==> src/sv/lrt_pkg.sv <==
package lrt_pkg;

  localparam logic [1:0] OP_CLEAR   = 2'd0;
  localparam logic [1:0] OP_LOAD    = 2'd1;
  localparam logic [1:0] OP_TRAIN   = 2'd2;
  localparam logic [1:0] OP_PREDICT = 2'd3;

  localparam logic [1:0] ST_OK        = 2'd0;
  localparam logic [1:0] ST_UNTRAINED = 2'd1;
  localparam logic [1:0] ST_EMPTY     = 2'd2;

  localparam logic CFG_EPOCHS = 1'b0;
  localparam logic CFG_STEP   = 1'b1;

  localparam int NF = 4;

  typedef struct packed {
    logic [1:0]  operation;
    logic [13:0] my_rating;
    logic [13:0] rival_rating;
    logic [11:0] card_level;
    logic [7:0]  deck_cost_total;
    logic [4:0]  deck_size;
    logic        outcome_won;
  } in_item_t;

  typedef struct packed {
    logic [15:0] probability;
    logic [1:0]  status;
  } out_item_t;

  // record as kept in memory
  typedef struct packed {
    logic        won;
    logic [4:0]  size;
    logic [7:0]  cost;
    logic [11:0] level;
    logic [13:0] rival;
    logic [13:0] mine;
  } record_t;

  // divider request and reply
  typedef struct packed {
    logic        start;
    logic [63:0] dividend;
    logic [63:0] divisor;
  } div_req_t;

  typedef struct packed {
    logic        done;
    logic [63:0] quotient;
  } div_rsp_t;

  function automatic logic [16:0] sig_lut(input logic [5:0] k);
    logic [16:0] v;
    unique case (k)
      6'd0: v = 17'd32768;  6'd1: v = 17'd36843;  6'd2: v = 17'd40793;
      6'd3: v = 17'd44510;  6'd4: v = 17'd47911;  6'd5: v = 17'd50941;
      6'd6: v = 17'd53581;  6'd7: v = 17'd55834;  6'd8: v = 17'd57724;
      6'd9: v = 17'd59287;  6'd10: v = 17'd60565; 6'd11: v = 17'd61598;
      6'd12: v = 17'd62428; 6'd13: v = 17'd63090; 6'd14: v = 17'd63615;
      6'd15: v = 17'd64030; 6'd16: v = 17'd64357; 6'd17: v = 17'd64614;
      6'd18: v = 17'd64816; 6'd19: v = 17'd64974; 6'd20: v = 17'd65097;
      6'd21: v = 17'd65194; 6'd22: v = 17'd65269; 6'd23: v = 17'd65328;
      6'd24: v = 17'd65374; 6'd25: v = 17'd65410; 6'd26: v = 17'd65438;
      6'd27: v = 17'd65459; 6'd28: v = 17'd65476; 6'd29: v = 17'd65489;
      6'd30: v = 17'd65500; 6'd31: v = 17'd65508;
      default: v = 17'd65514;
    endcase
    return v;
  endfunction

endpackage

==> src/sv/lrt_div.sv <==
// unsigned restoring divider, one quotient bit per cycle
module lrt_div (
  input  logic            clk,
  input  logic            rst,
  input  lrt_pkg::div_req_t req,
  output lrt_pkg::div_rsp_t rsp
);
  import lrt_pkg::*;

  logic [63:0] quo;
  logic [63:0] rem;
  logic [63:0] den;
  logic [6:0]  cnt;
  logic        busy;
  logic        fin;
  logic [64:0] trial;

  assign trial = {rem, quo[63]} - {1'b0, den};

  always_ff @(posedge clk) begin
    if (rst) begin
      busy <= 1'b0;
      fin  <= 1'b0;
    end else begin
      fin <= 1'b0;
      if (req.start) begin
        busy <= 1'b1;
        quo  <= req.dividend;
        rem  <= '0;
        den  <= req.divisor;
        cnt  <= 7'd0;
      end else if (busy) begin
        if (!trial[64]) begin
          rem <= trial[63:0];
          quo <= {quo[62:0], 1'b1};
        end else begin
          rem <= {rem[62:0], quo[63]};
          quo <= {quo[62:0], 1'b0};
        end
        cnt <= cnt + 7'd1;
        if (cnt == 7'd63) begin
          busy <= 1'b0;
          fin  <= 1'b1;
        end
      end
    end
  end

  assign rsp = '{done: fin, quotient: quo};
endmodule

==> config.mk <==
export PLATFORM = sky130hd
export DESIGN_NAME = lrt_div
export DESIGN_NICKNAME = d
export VERILOG_FILES = /design/src/sv/lrt_pkg.sv /design/src/sv/lrt_div.sv
export SDC_FILE = /design/constraint.sdc
export NUM_CORES = 1
export LEC_CHECK = 0
export BUFFER_PORTS_ARGS = -buffer_cell sky130_fd_sc_hd__buf_2
export CAP_MARGIN = 20
export CELL_PAD_IN_SITES_DETAIL_PLACEMENT = 0
export CELL_PAD_IN_SITES_GLOBAL_PLACEMENT = 1
export CORE_MARGIN = 5
export CORE_UTILIZATION = 35
export DETAILED_ROUTE_END_ITERATION = 8
export PLACE_DENSITY = 0.66
export SKIP_LAST_GASP = 1
export SYNTH_ARGS = -nofsm -noshare
export SYNTH_HDL_FRONTEND = slang
export SYNTH_SLANG_ARGS = --single-unit
==> constraint.sdc <==
create_clock -name clk -period 26 [get_ports clk]
set_clock_uncertainty 0.1 [all_clocks]
set_input_delay 3.9 -clock clk [delete_from_list [all_inputs] [get_ports clk]]
set_output_delay 3.9 -clock clk [all_outputs]
set_load 0.005 [all_outputs]
* Word level (Yosys, flattened, before mapping)
Index checks and enable logic that the tools add are counted.
** Storage, ports and cells
- Register bits :: 201
- Bits of input ports :: 131
- Output and inout port bits :: 65
- Logic and storage cells :: 25
** Operators by class
- $add $sub $neg :: 2
- Equality and inequality tests :: 1
- Muxes and demuxes :: 10
- Bitwise operators :: 2
- Reduce and logical (&&, ||, !) cells :: 4
** Operator list (count)
- 2-to-1 mux 64 bit :: 4
- subtractor 65 x 64 -> 65 bit :: 1
- adder 7 x 1 -> 7 bit (second input constant) :: 1
- equality test 7 x 6 -> 1 bit (second input constant) :: 1
- 2-to-1 mux 7 bit :: 1
- 2-to-1 mux 1 bit :: 5
- AND reduction 2 bit :: 2
- OR reduction 3 bit :: 1
- inverter 1 bit :: 2
- nonzero test 2 bit :: 1

* Logic depth before layout (Yosys ltp)
Gate-level depths: netlist of the first run.
- Word-level depth :: 4
- Mapped depth :: 14

* Worst setup path before layout of the first run
OpenSTA, ideal clock, no wires.
- Kind :: in2reg
- Start point :: input req[128] in the netlist's numbering
- End point :: register cnt[0], enable pin
- Arrival time :: 10.136 ns
- Required time :: 25.268 ns
- Path slack :: 15.132 ns
- Stages on the path :: 4
- Cell sequence :: clkbuf_1 -> clkbuf_1 -> nor2_1 -> nor2_1
** On the way
- Longest elaborated chain between the ends :: 2
** Ends and longest elaborated chain
- start, declared :: line lrt_div.sv:5 : input lrt_pkg::div_req_t req,
- nonzero test 2 bit (no source line)
- AND reduction 2 bit (no source line)
- end signal, assigned :: line lrt_div.sv:40 : cnt <= cnt + 7'd1;
- end, declared :: line lrt_div.sv:13 : logic [6:0] cnt;
No other way between the ends.
A chain may end at the register's enable or synchronous reset.

* Final worst setup path of the first run
- Start point :: input req[128] in the netlist's numbering
- End point :: register den[37], enable pin
** On the way
- Longest elaborated chain between the ends :: 1
** Ends and longest elaborated chain
- AND reduction 2 bit (no source line)
- end signal, assigned :: line lrt_div.sv:30 : den <= req.divisor;
- end, declared :: line lrt_div.sv:12 : logic [63:0] den;
No other way between the ends.

==> metrics.md, run 1 <==
| Metric | Value |
|---|---|
| Outcome | `finished, final reports clean` |
| Nets | `1527` |
| Setup TNS | `0 ns` |
| Buffers on Ports | `between 150 and 200` |
| Netlist cell types | `68` |
| Synth area leader | `edfxtp_1` |
| Final min period | `6.28 ns` |
| # hold bufs at CTS | `0` |
| Row cnt | `68` |
| Starting Density | `0.355` |
| FILL cells | `3397` |
| Worst path arrival time | `6.35 ns` |
| Worst path cell trace | `buf_4, inv_1, nor2_4, buf_4` |
| RSZ-0062 raised after global routing | `false` |
| Clock root buffer | `clkbuf_16` |
| Top cell type's share of synthesized area | `0.486` |
| Clock sinks | `201` |
| Initial DRC count | `approximately 610` |
| Grt ovf | `0` |
| Initial antenna violation count | `4` |
| Mapped Cells | `1155` |
| Final core occ | `0.419` |
| FFs w/ async S/R, synth | `0` |
| Longest Clk Path Bufs | `3` |
| Detailed-route vias per instance | `5.21` |
| First-pass GRT wire length | `53.5 mm` |
| CTS clk-pin slew, worst paths | `0.06 ns` |
| Power Dens Cells | `68.1 mW/mm^2` |
| Worst setup EP type | `flip-flop` |
| Post-synth EDFFs | `199` |
| CORE AREA | `0.0346 mm^2` |
| Startpoint types | `input port` |
| Pin count of the biggest net entering global routing | `80` |
| FF/Latch Area | `approximately 0.006 mm^2` |
| Register area share after synthesis | `0.490` |
| Post-CTS setup buffer count | `0` |
| Fin. Hold Viols | `0` |
| CP most frequent cell | `buf_4` |
| Worst ir drop on vdd | `~0.000048 V` |
| Fraction of layout instances using a drive strength above 1 | `0.233` |
| Vias in the first global route | `9707` |
| Mean Syn Cell Area | `10.6 um^2` |
| Worst min-delay path class | `flip-flop to flip-flop` |
| Synth Cell Area | `0.0123 mm^2` |
| Static leakage | `between 5 and 6 nW` |
| Area Growth Syn to Fin | `18.0%` |
| Crit path largest cell delay | `0.71 ns` |
| Final Cycle Share | `0.242` |
| Crit Path Max Fanout | `75` |
| Die width | `197 um` |
| Routed wire length | `33.8 mm` |
| Die area | `0.0390 mm^2` |
| DR pass1 iterations | `5` |
| Critical path type | `input port to flip-flop` |
| H-tree depth | `1` |
| Yosys warnings | `0` |
| IO Count | `196` |
| # setup viols final | `0` |
| Slew headroom | `0.369` |
| Fmax | `159 MHz` |
| Post_cts resized | `0` |
| Post-DP HPWL | `24.4 mm` |
| GRT Overall Usage | `0.170` |
| Syn nets | `1352` |
| Vias | `9391` |
| Req. time, crit path | `26.07 ns` |
| Remaining antenna violation count after routing | `0` |
| CTS tree | `built` |
| Worst-skew pair later-pin latency | `about 0.55 ns` |
| # DRC | `0` |
| Slowest stage cell, crit path | `inv_1` |
| Fin. max-slew vios | `0` |
| Top_reg_cell synth | `edfxtp_1` |
| Die Y | `197 um` |
| TritonCTS Buffers | `25` |
| Worst Tran Pin Value | `0.947 ns` |
| Max cap viols | `0` |
| Multi-input gate area | `0.00575 mm^2` |
| R2r setup slk | `21.34 ns` |
| Register bit total from synthesis | `201` |
| Placer congestion estimate | `0.845` |
| Wirelength per Cell | `18.8 um` |
| Synth area leaders | `edfxtp_1 (49%), ha_1 (6.6%), mux2_2 (5.8%)` |
[logic make-up after synthesis]
family	share of synthesized area
compound gates	0.152
simple gates	0.128
buf+inv	0.0443
flops	0.490
fa+ha+maj	0.0678
mux	0.0898
xor+xnor	0.0285
[Yosys cell counts, types with 12 or more instances]
cell type and instances:
nand2b_1 13, inv_1 85, o211ai_1 13, nor2_1 93, nor3_1 21, and3_1 12, o21a_1 14, xor2_1 23
nand4_1 21, mux2i_1 38, edfxtp_1 199, ha_1 65, o21bai_1 12, mux2_2 63, xnor2_1 17, a21oi_1 87
nand3_1 25, nand2_1 87, o21ai_0 50, clkbuf_1 37, a21o_1 32
[worst paths after layout]
kind | cells after the start | startpoint | to
max | 4 | req[128] | den[37]
min | 1 | busy | fin
max reg2reg | 13 | quo[63] | rem[7]
min reg2reg | 1 | busy | fin
[power breakdown]
part | internal (mW) | switching, mW
Combinational | 0.0975 | 0.143
Sequential | 0.389 | 0.0130
Clock | 0.206 | 0.139
[cells in the final DEF (no fill, tap or decap), types with 17 or more instances in the layout]
master,instances
mux2_2,63
xnor2_1,17
buf_2,194
nand2_1,87
xor2_1,23
mux2i_1,38
nor3_1,21
nor2_1,91
clkbuf_16,25
o21ai_0,50
nand4_1,21
a21o_1,32
edfxtp_1,199
ha_1,65
a21oi_1,87
inv_1,85
nand3_1,25
[cell type report]
| cell class | instances | area share |
|---|---|---|
| diodes | 1 | 0.000173 |
| repair buffers | 201 | 0.0720 |
| clock buffers | 30 | 0.0445 |
| multi-input cells | 816 | 0.397 |
| flip-flops and latches | 201 | 0.415 |
| well taps | 455 | 0.0393 |
| clock inverters | 13 | 0.0104 |
| inverters | 85 | 0.0220 |
[state kept, by name (all words and copies together) (netlist names)]
signal,flops
den,64
quo,64
rem,64
cnt,7
busy,1
fin,1
[layer usage]
| layer | up-vias | share of wire | track usage |
|---|---|---|---|
| met1 | 4434 | 0.45 | 0.228 |
| met5 | - | 0.00059 | 0 |
| met4 | 4 | 0.022 | 0.0390 |
| li1 | 4658 | - | - |
| met2 | 250 | 0.45 | 0.272 |
| met3 | 45 | 0.075 | 0.0515 |
[critical path, delay by kind of cell]
family / cells / cell delay [ns]
AND/OR/NAND/NOR: 1 / 0.23
buffers and inverters: 3 / 2.08
[per-stage QoR]
| step | cell area (um^2) | setup WS, ns | power [mW] | std cells | hold WS [ns] |
|---|---|---|---|---|---|
| 3_3_place_gp | 13700 | 19.13 | 0.648 | 1757 | 0.375 |
| 6_report | 14500 | 19.72 | 0.987 | 1802 | 0.396 |
| 4_1_cts | 14500 | 19.64 | 1.00 | 1800 | 0.394 |
| 3_5_place_dp | 13700 | 19.04 | 0.649 | 1757 | 0.383 |
| 2_1_floorplan | 12300 | 15.13 | 0.582 | 1155 | 0.360 |
| 5_1_grt | 14500 | 19.48 | 1.04 | 1801 | 0.408 |
No activity file was read; power rests on OpenSTA's default activity.
==> inputs of run 2 (changes only) <==
Settings changed: ABC_AREA set to 1, PLACE_DENSITY 0.66 to 0.73.
Clock period 26 ns to 5.7 ns, I/O delays scaled along.
==> metrics.md, run 2 <==
| Metric | Value |
|---|---|
| Outcome | `finished, final reports clean` |
| First-pass GRT wire length | `a little over 70 mm` |
| Met1 usage | `0.259` |
| Design Power | `4.89 mW` |
| Fin area | `0.0168 mm^2` |
| Area Growth Syn to Fin | `15.6%` |
| Worst path arrival time | `roughly 3.4 ns` |
| Initial antenna violation count | `3` |
| Antenna cells | `0` |
| M3 GR Usage | `0.0371` |
| Setup TNS | `0 ns` |
| Fin. max-slew vios | `0` |
| Clock sinks | `201` |
| Slew headroom | `0.343` |
| Crit Path Max Fanout | `63` |
| Remaining antenna violation count after routing | `0` |
| Worst Tran Pin Value | `0.986 ns` |
| Syn nets | `2331` |
| FFs w/ async S/R, synth | `0` |
| Post_cts resized | `0` |
| Synth Cell Area | `0.0146 mm^2` |
| CP most frequent cell | `nand2_1` |
| Post-DP HPWL | `35.9 mm` |
| Top_reg_cell synth | `edfxtp_1` |
| Die Y | `214 um` |
| CP endpoint | `rem[47]` |
| Clock root buffer | `clkbuf_16` |
| Row cnt | `74` |
| Mapped Cells | `2134` |
| TritonCTS Buffers | `24` |
| Worst path cell trace | `inv_1, ha_1, fa_1, inv_1, nand2_1, nand2_1, nand3_1, nand2_2, nand2_1, nand2_2, nand2_1, nand2_2, nand2_4, nand2_4, nand2_2, nand2_4, nand2_1, nand2_1, nor2_1` |
| Netlist cell types | `35` |
| Register area share after synthesis | `0.413` |
| Post-CTS setup buffer count | `0` |
| Yosys warnings | `0` |
| Slowest stage cell, crit path | `nand2_4` |
| Detailed-route vias per instance | `4.54` |
| Mux contribution to synthesized area | `0` |
| Mean Syn Cell Area | `6.82 um^2` |
| Pin count of the biggest net entering global routing | `96` |
| Critical path origin | `quo[63]` |
| Routed wire length | `44.7 mm` |
| Synth area leaders | `edfxtp_1 (41%), nand2_1 (24%), inv_1 (11%)` |
| R2r setup slk | `2.46 ns` |
| Buffers on Ports | `195` |
| Die width | `214 um` |
| Synth area leader | `edfxtp_1` |
| Final min period | `3.24 ns` |
| Final core occ | `0.410` |
| Worst R2R Path Depth | `19` |
| Vias | `13061` |
| # hold bufs at CTS | `0` |
| Simple-gate share of the synthesized area | `0.357` |
| Main combinational cell family by area after synthesis | `simple AND/OR/NAND/NOR gates` |
| Fraction of layout instances using a drive strength above 1 | `0.116` |
| Starting Density | `0.355` |
| R2r endpoint | `rem[47]` |
| CTS tree | `built` |
| Die area | `~0.046 mm^2` |
| Grt ovf | `0` |
| Leading cell types in the layout, fill and taps excluded | `nand2_1 (941), inv_1 (409), nor2_1 (224)` |
| CORE AREA | `0.0410 mm^2` |
| Initial DRC count | `720` |
| Longest Clk Path Bufs | `3` |
| RSZ-0062 raised after global routing | `false` |
| Busiest layer in global routing | `met2` |
| # DRC | `0` |
| Worst setup EP type | `flip-flop` |
| Startpoint types | `flip-flop` |
| Most common cell in the synthesized netlist | `nand2_1` |
| Cell family with the largest share of critical-path delay | `simple AND/OR/NAND/NOR gates` |
| H-tree depth | `1` |
| Nets | `2522` |
| Post-synth EDFFs | `roughly 200` |
| DP Area | `roughly 0.016 mm^2` |
| Worst min-delay path class | `input port to flip-flop` |
| Adder-cell share of the synthesized area | `0.0572` |
| Reg2reg start | `quo[63]` |
| DR pass1 iterations | `5` |
| Number of stages on the worst setup path | `19` |
| Largest registers | `den (64), quo (64), rem (64)` |
| Most common cell after layout, fill and taps aside | `nand2_1` |
| Fmax | `309 MHz` |
| Hold path cells | `1` |
| GRT Overall Usage | `0.190` |
| Critical path type | `flip-flop to flip-flop` |
| Buffers & Inverters on Critical Path | `2` |
| Static leakage | `9.13 nW` |
| Register bit total from synthesis | `between 200 and 250` |
| Post-synthesis xor/xnor area fraction | `0.0187` |
| # setup viols final | `0` |
| Req. time, crit path | `5.90 ns` |
| Worst-skew pair later-pin latency | `0.55 ns` |
| Max cap viols | `0` |
| IO Count | `between 150 and 200` |
| Crit path largest cell delay | `~0.46 ns` |
| Synth top cells by count | `nand2_1 (941), inv_1 (409), nor2_1 (225)` |
| Wirelength per Cell | `15.5 um` |
| Vias in the first global route | `13117` |
| GR Layer Usage met2 | `0.316` |
| Power Dens Cells | `291 mW/mm^2` |
| Post-synthesis compound-gate area fraction | `0.0297` |
| Placer congestion estimate | `between 0.9 and 1` |
| CTS clk-pin slew, worst paths | `0.06 ns` |
| Worst ir drop on vdd | `0.000187 V` |
| Top cell type's share of synthesized area | `0.410` |
| Final Cycle Share | `0.568` |
| Fin. Hold Viols | `0` |
==> run 2: cells by family after synthesis <==
family,Yosys count
buf+inv,457
xor+xnor,31
simple gates,1299
flops,201
fa+ha+maj,66
compound gates,80
==> run 2: metrics by stage <==
step,instances,setup WS (ns),hold WS [ns]
detailed placement,2831,2.17,0.401
finish,2874,2.46,0.376
CTS,2874,2.45,0.339
global placement,2831,2.22,0.398
global route,2874,2.13,0.346
floorplan,2134,0.983,0.380
==> run 2: layout make-up <==
type | count | area (um^2)
fill | 4463 | 24200
inverter | 421 | 1580
clock inverter | 17 | 173
tap | 532 | 666
multi-input combinational | 1476 | 6750
sequential | 201 | 6020
clock buffer | 26 | 608
timing repair buffer | 201 | 1030
==> run 2: worst register-to-register path: stages (launching register included) <==
cell      delay, ns
edfxtp_1       0.38
inv_1          0.06
ha_1           0.23
fa_1           0.42
inv_1          0.12
nand2_1        0.06
nand2_1        0.06
nand3_1        0.08
nand2_2        0.13
nand2_1        0.07
nand2_2        0.11
nand2_1        0.08
nand2_2        0.11
nand2_4        0.08
nand2_4        0.07
nand2_2        0.06
nand2_4        0.46
nand2_1        0.17
nand2_1        0.10
nor2_1         0.05
==> run 2: where the power goes <==
part / internal (mW) / leakage [nW] / total, mW / switching [mW]
sequential: 1.79 / 1.93 / 1.86 / 0.0616
combinational: 0.485 / 6.82 / 1.51 / 1.03
clock: 0.904 / 0.379 / 1.53 / 0.623
==> run 2: how the worst min path moves through the flow <==
stage                       start       to  slack [ns]
final                      req[6]   den[6]        0.38
after detailed placement     busy      fin        0.40
after CTS                  req[6]   den[6]        0.34
after global routing      req[55]  den[55]        0.35
after global placement       busy      fin        0.40
after floorplan              busy      fin        0.38
==> run 2: layer usage <==
layer / vias up / routed length (um)
met3: 58 / 2520
met2: 297 / 20200
met5: - / 27
met1: 5852 / 21000
li1: 6850 / -
met4: 4 / 915
==> inputs of run 3 (changes only) <==
Settings changed: PLACE_DENSITY 0.73 to 0.71.
Clock period 5.7 ns to 3 ns, I/O delays scaled along.
==> metrics.md, run 3 (synthesis gave the netlist of run 2 again) <==
| Metric | Value |
|---|---|
| Outcome | `finished, final reports clean` |
| Buffers on Ports | `195` |
| DR pass1 iterations | `9` |
| Fin. max-slew vios | `0` |
| Largest registers | `den (64), quo (64), rem (64)` |
| Slew headroom | `0.535` |
| Setup TNS | `0 ns` |
| Initial DRC count | `about 900` |
| Post-DP HPWL | `~36 mm` |
| Switching Fraction | `0.353` |
| Die area | `0.0458 mm^2` |
| Psw | `3.36 mW` |
| Grt ovf | `0` |
| Starting Density | `0.355` |
| Wirelength per Cell | `15.6 um` |
| First-pass GRT wire length | `72.2 mm` |
| Flop pwr share | `0.370` |
| Crit Path Max Fanout | `5` |
| R2r setup slk | `0.19 ns` |
| Most common cell after layout, fill and taps aside | `nand2_1` |
| Startpoint types | `flip-flop` |
| Finished Layout Cells | `roughly 3000` |
| Logic pwr share | `0.333` |
| Worst min-delay path class | `input port to flip-flop` |
| Leading cell types in the layout, fill and taps excluded | `nand2_1 (936), inv_1 (408), nor2_1 (220)` |
| Req. time, crit path | `about 3.2 ns` |
| Nets | `around 2600` |
| Final Cycle Share | `0.938` |
| IO Count | `196` |
| FF/Latch Area | `0.00602 mm^2` |
| # setup viols final | `0` |
| Fraction of layout instances using a drive strength above 1 | `0.130` |
| Remaining antenna violation count after routing | `0` |
| Worst-skew pair later-pin latency | `about 0.55 ns` |
| Placed instance count | `2857` |
| CTS tree | `built` |
| Clock sinks | `201` |
| Routed wire length | `46.1 mm` |
| Pin count of the biggest net entering global routing | `72` |
| Final min period | `2.81 ns` |
| Worst setup EP type | `flip-flop` |
| CTS clk-pin slew, worst paths | `around 0.060 ns` |
| Vias in the first global route | `13315` |
| Row cnt | `74` |
| FILL cells | `4355` |
| Min Hold Slack | `0.0564 ns` |
| Critical path type | `flip-flop to flip-flop` |
| CORE AREA | `0.0410 mm^2` |
| Die width | `214 um` |
| RSZ-0062 raised after global routing | `false` |
| H-tree depth | `1` |
| # DRC | `0` |
| Fmax | `355 MHz` |
| Worst path arrival time | `between 3 and 4 ns` |
| TritonCTS Buffers | `24` |
| GRT Overall Usage | `0.194` |
| Clock root buffer | `clkbuf_16` |
| Vias | `about 13000` |
| Placer congestion estimate | `0.916` |
| Clock Power Share | `0.298` |
| Design Power | `9.53 mW` |
| Detailed-route vias per instance | `4.50` |
| Longest Clk Path Bufs | `3` |
| Die Y | `214 um` |
| Fin. Hold Viols | `0` |
| Post-CTS setup buffer count | `0` |
| Antenna cells | `0` |
| Worst ir drop on vdd | `0.000445 V` |
| Max cap viols | `0` |
| Static leakage | `9.56 nW` |
| Power Dens Cells | `535 mW/mm^2` |
| Multi-input gate area | `0.00681 mm^2` |
| Internal power | `6.17 mW` |
| Worst Tran Pin Value | `0.698 ns` |
| Area Growth Syn to Fin | `22.3%` |
| Initial antenna violation count | `2` |
run 3: changes by cell type in the layout (fill, tap and decap cells not counted), moves of 5 or more:
cell	before	now
dlygate4sd3_1	0	64
nand2_2	7	12
clkinv_1	11	6
nand2_1	941	936
buf_4	5	25
run 3: critical path: stages (launching register included):
cell,delay [ns]
edfxtp_1,0.41
ha_1,0.47
nand2_1,0.16
buf_4,0.17
nor2_1,0.13
nand2_1,0.17
nor3_1,0.32
and2_1,0.18
nand2_1,0.12
nand2_1,0.10
nand2_1,0.05
nand2_1,0.05
nand2_1,0.05
nand2_1,0.05
nor2_1,0.04
run 3: power groups by stage:
stage	Sequential (mW)	Clock (mW)	Combinational, mW
5_1_grt	3.55	3.06	3.60
6_report	3.52	2.84	3.17
2_1_floorplan	3.56	0	2.09
4_1_cts	3.53	2.94	3.10
3_5_place_dp	3.58	0	3.02
3_3_place_gp	3.57	0	3.01
run 3: cell type report:
type,instances,share of cell area
Inverter,421,0.0892
Multi-Input combinational cell,1476,0.382
Tap cell,532,0.0374
Clock buffer,28,0.0346
Sequential cell,201,0.338
Timing Repair Buffer,293,0.111
Clock inverter,15,0.00808
run 3: per-layer routing:
| metal | track usage | vias to the layer above | part of all wire | wire length [um] |
|---|---|---|---|---|
| met5 | 0 | - | 0.00030 | 14 |
| met4 | 0.0395 | 4 | 0.022 | 1020 |
| met3 | 0.0401 | 58 | 0.065 | 2990 |
| met2 | 0.322 | 362 | 0.45 | 20600 |
| met1 | 0.266 | 5871 | 0.47 | 21500 |
| li1 | - | 7048 | - | - |
run 3: through the flow:
step,setup WS (ns),instance area (um^2),utilization
2_1_floorplan,-0.541,14600,-
3_3_place_gp,0.0810,16300,0.397
3_5_place_dp,0.0215,16300,0.397
4_1_cts,0.00430,17700,0.431
5_1_grt,0.00249,17800,0.434
6_report,0.186,17800,0.434
run 3: final timing paths:
kind              to  startpoint  cells after the start
max          rem[58]     rem[47]                     14
max reg2reg  rem[58]     rem[47]                     14
min reg2reg      fin        busy                      2
min              fin         rst                      2
run 3: timing repair:
item / CTS / global route
endpoints found under the setup margin: 0 / 57
hold buffers: 64 / 0
resized for setup: 0 / 19
hold endpoints to repair: 64 / 0
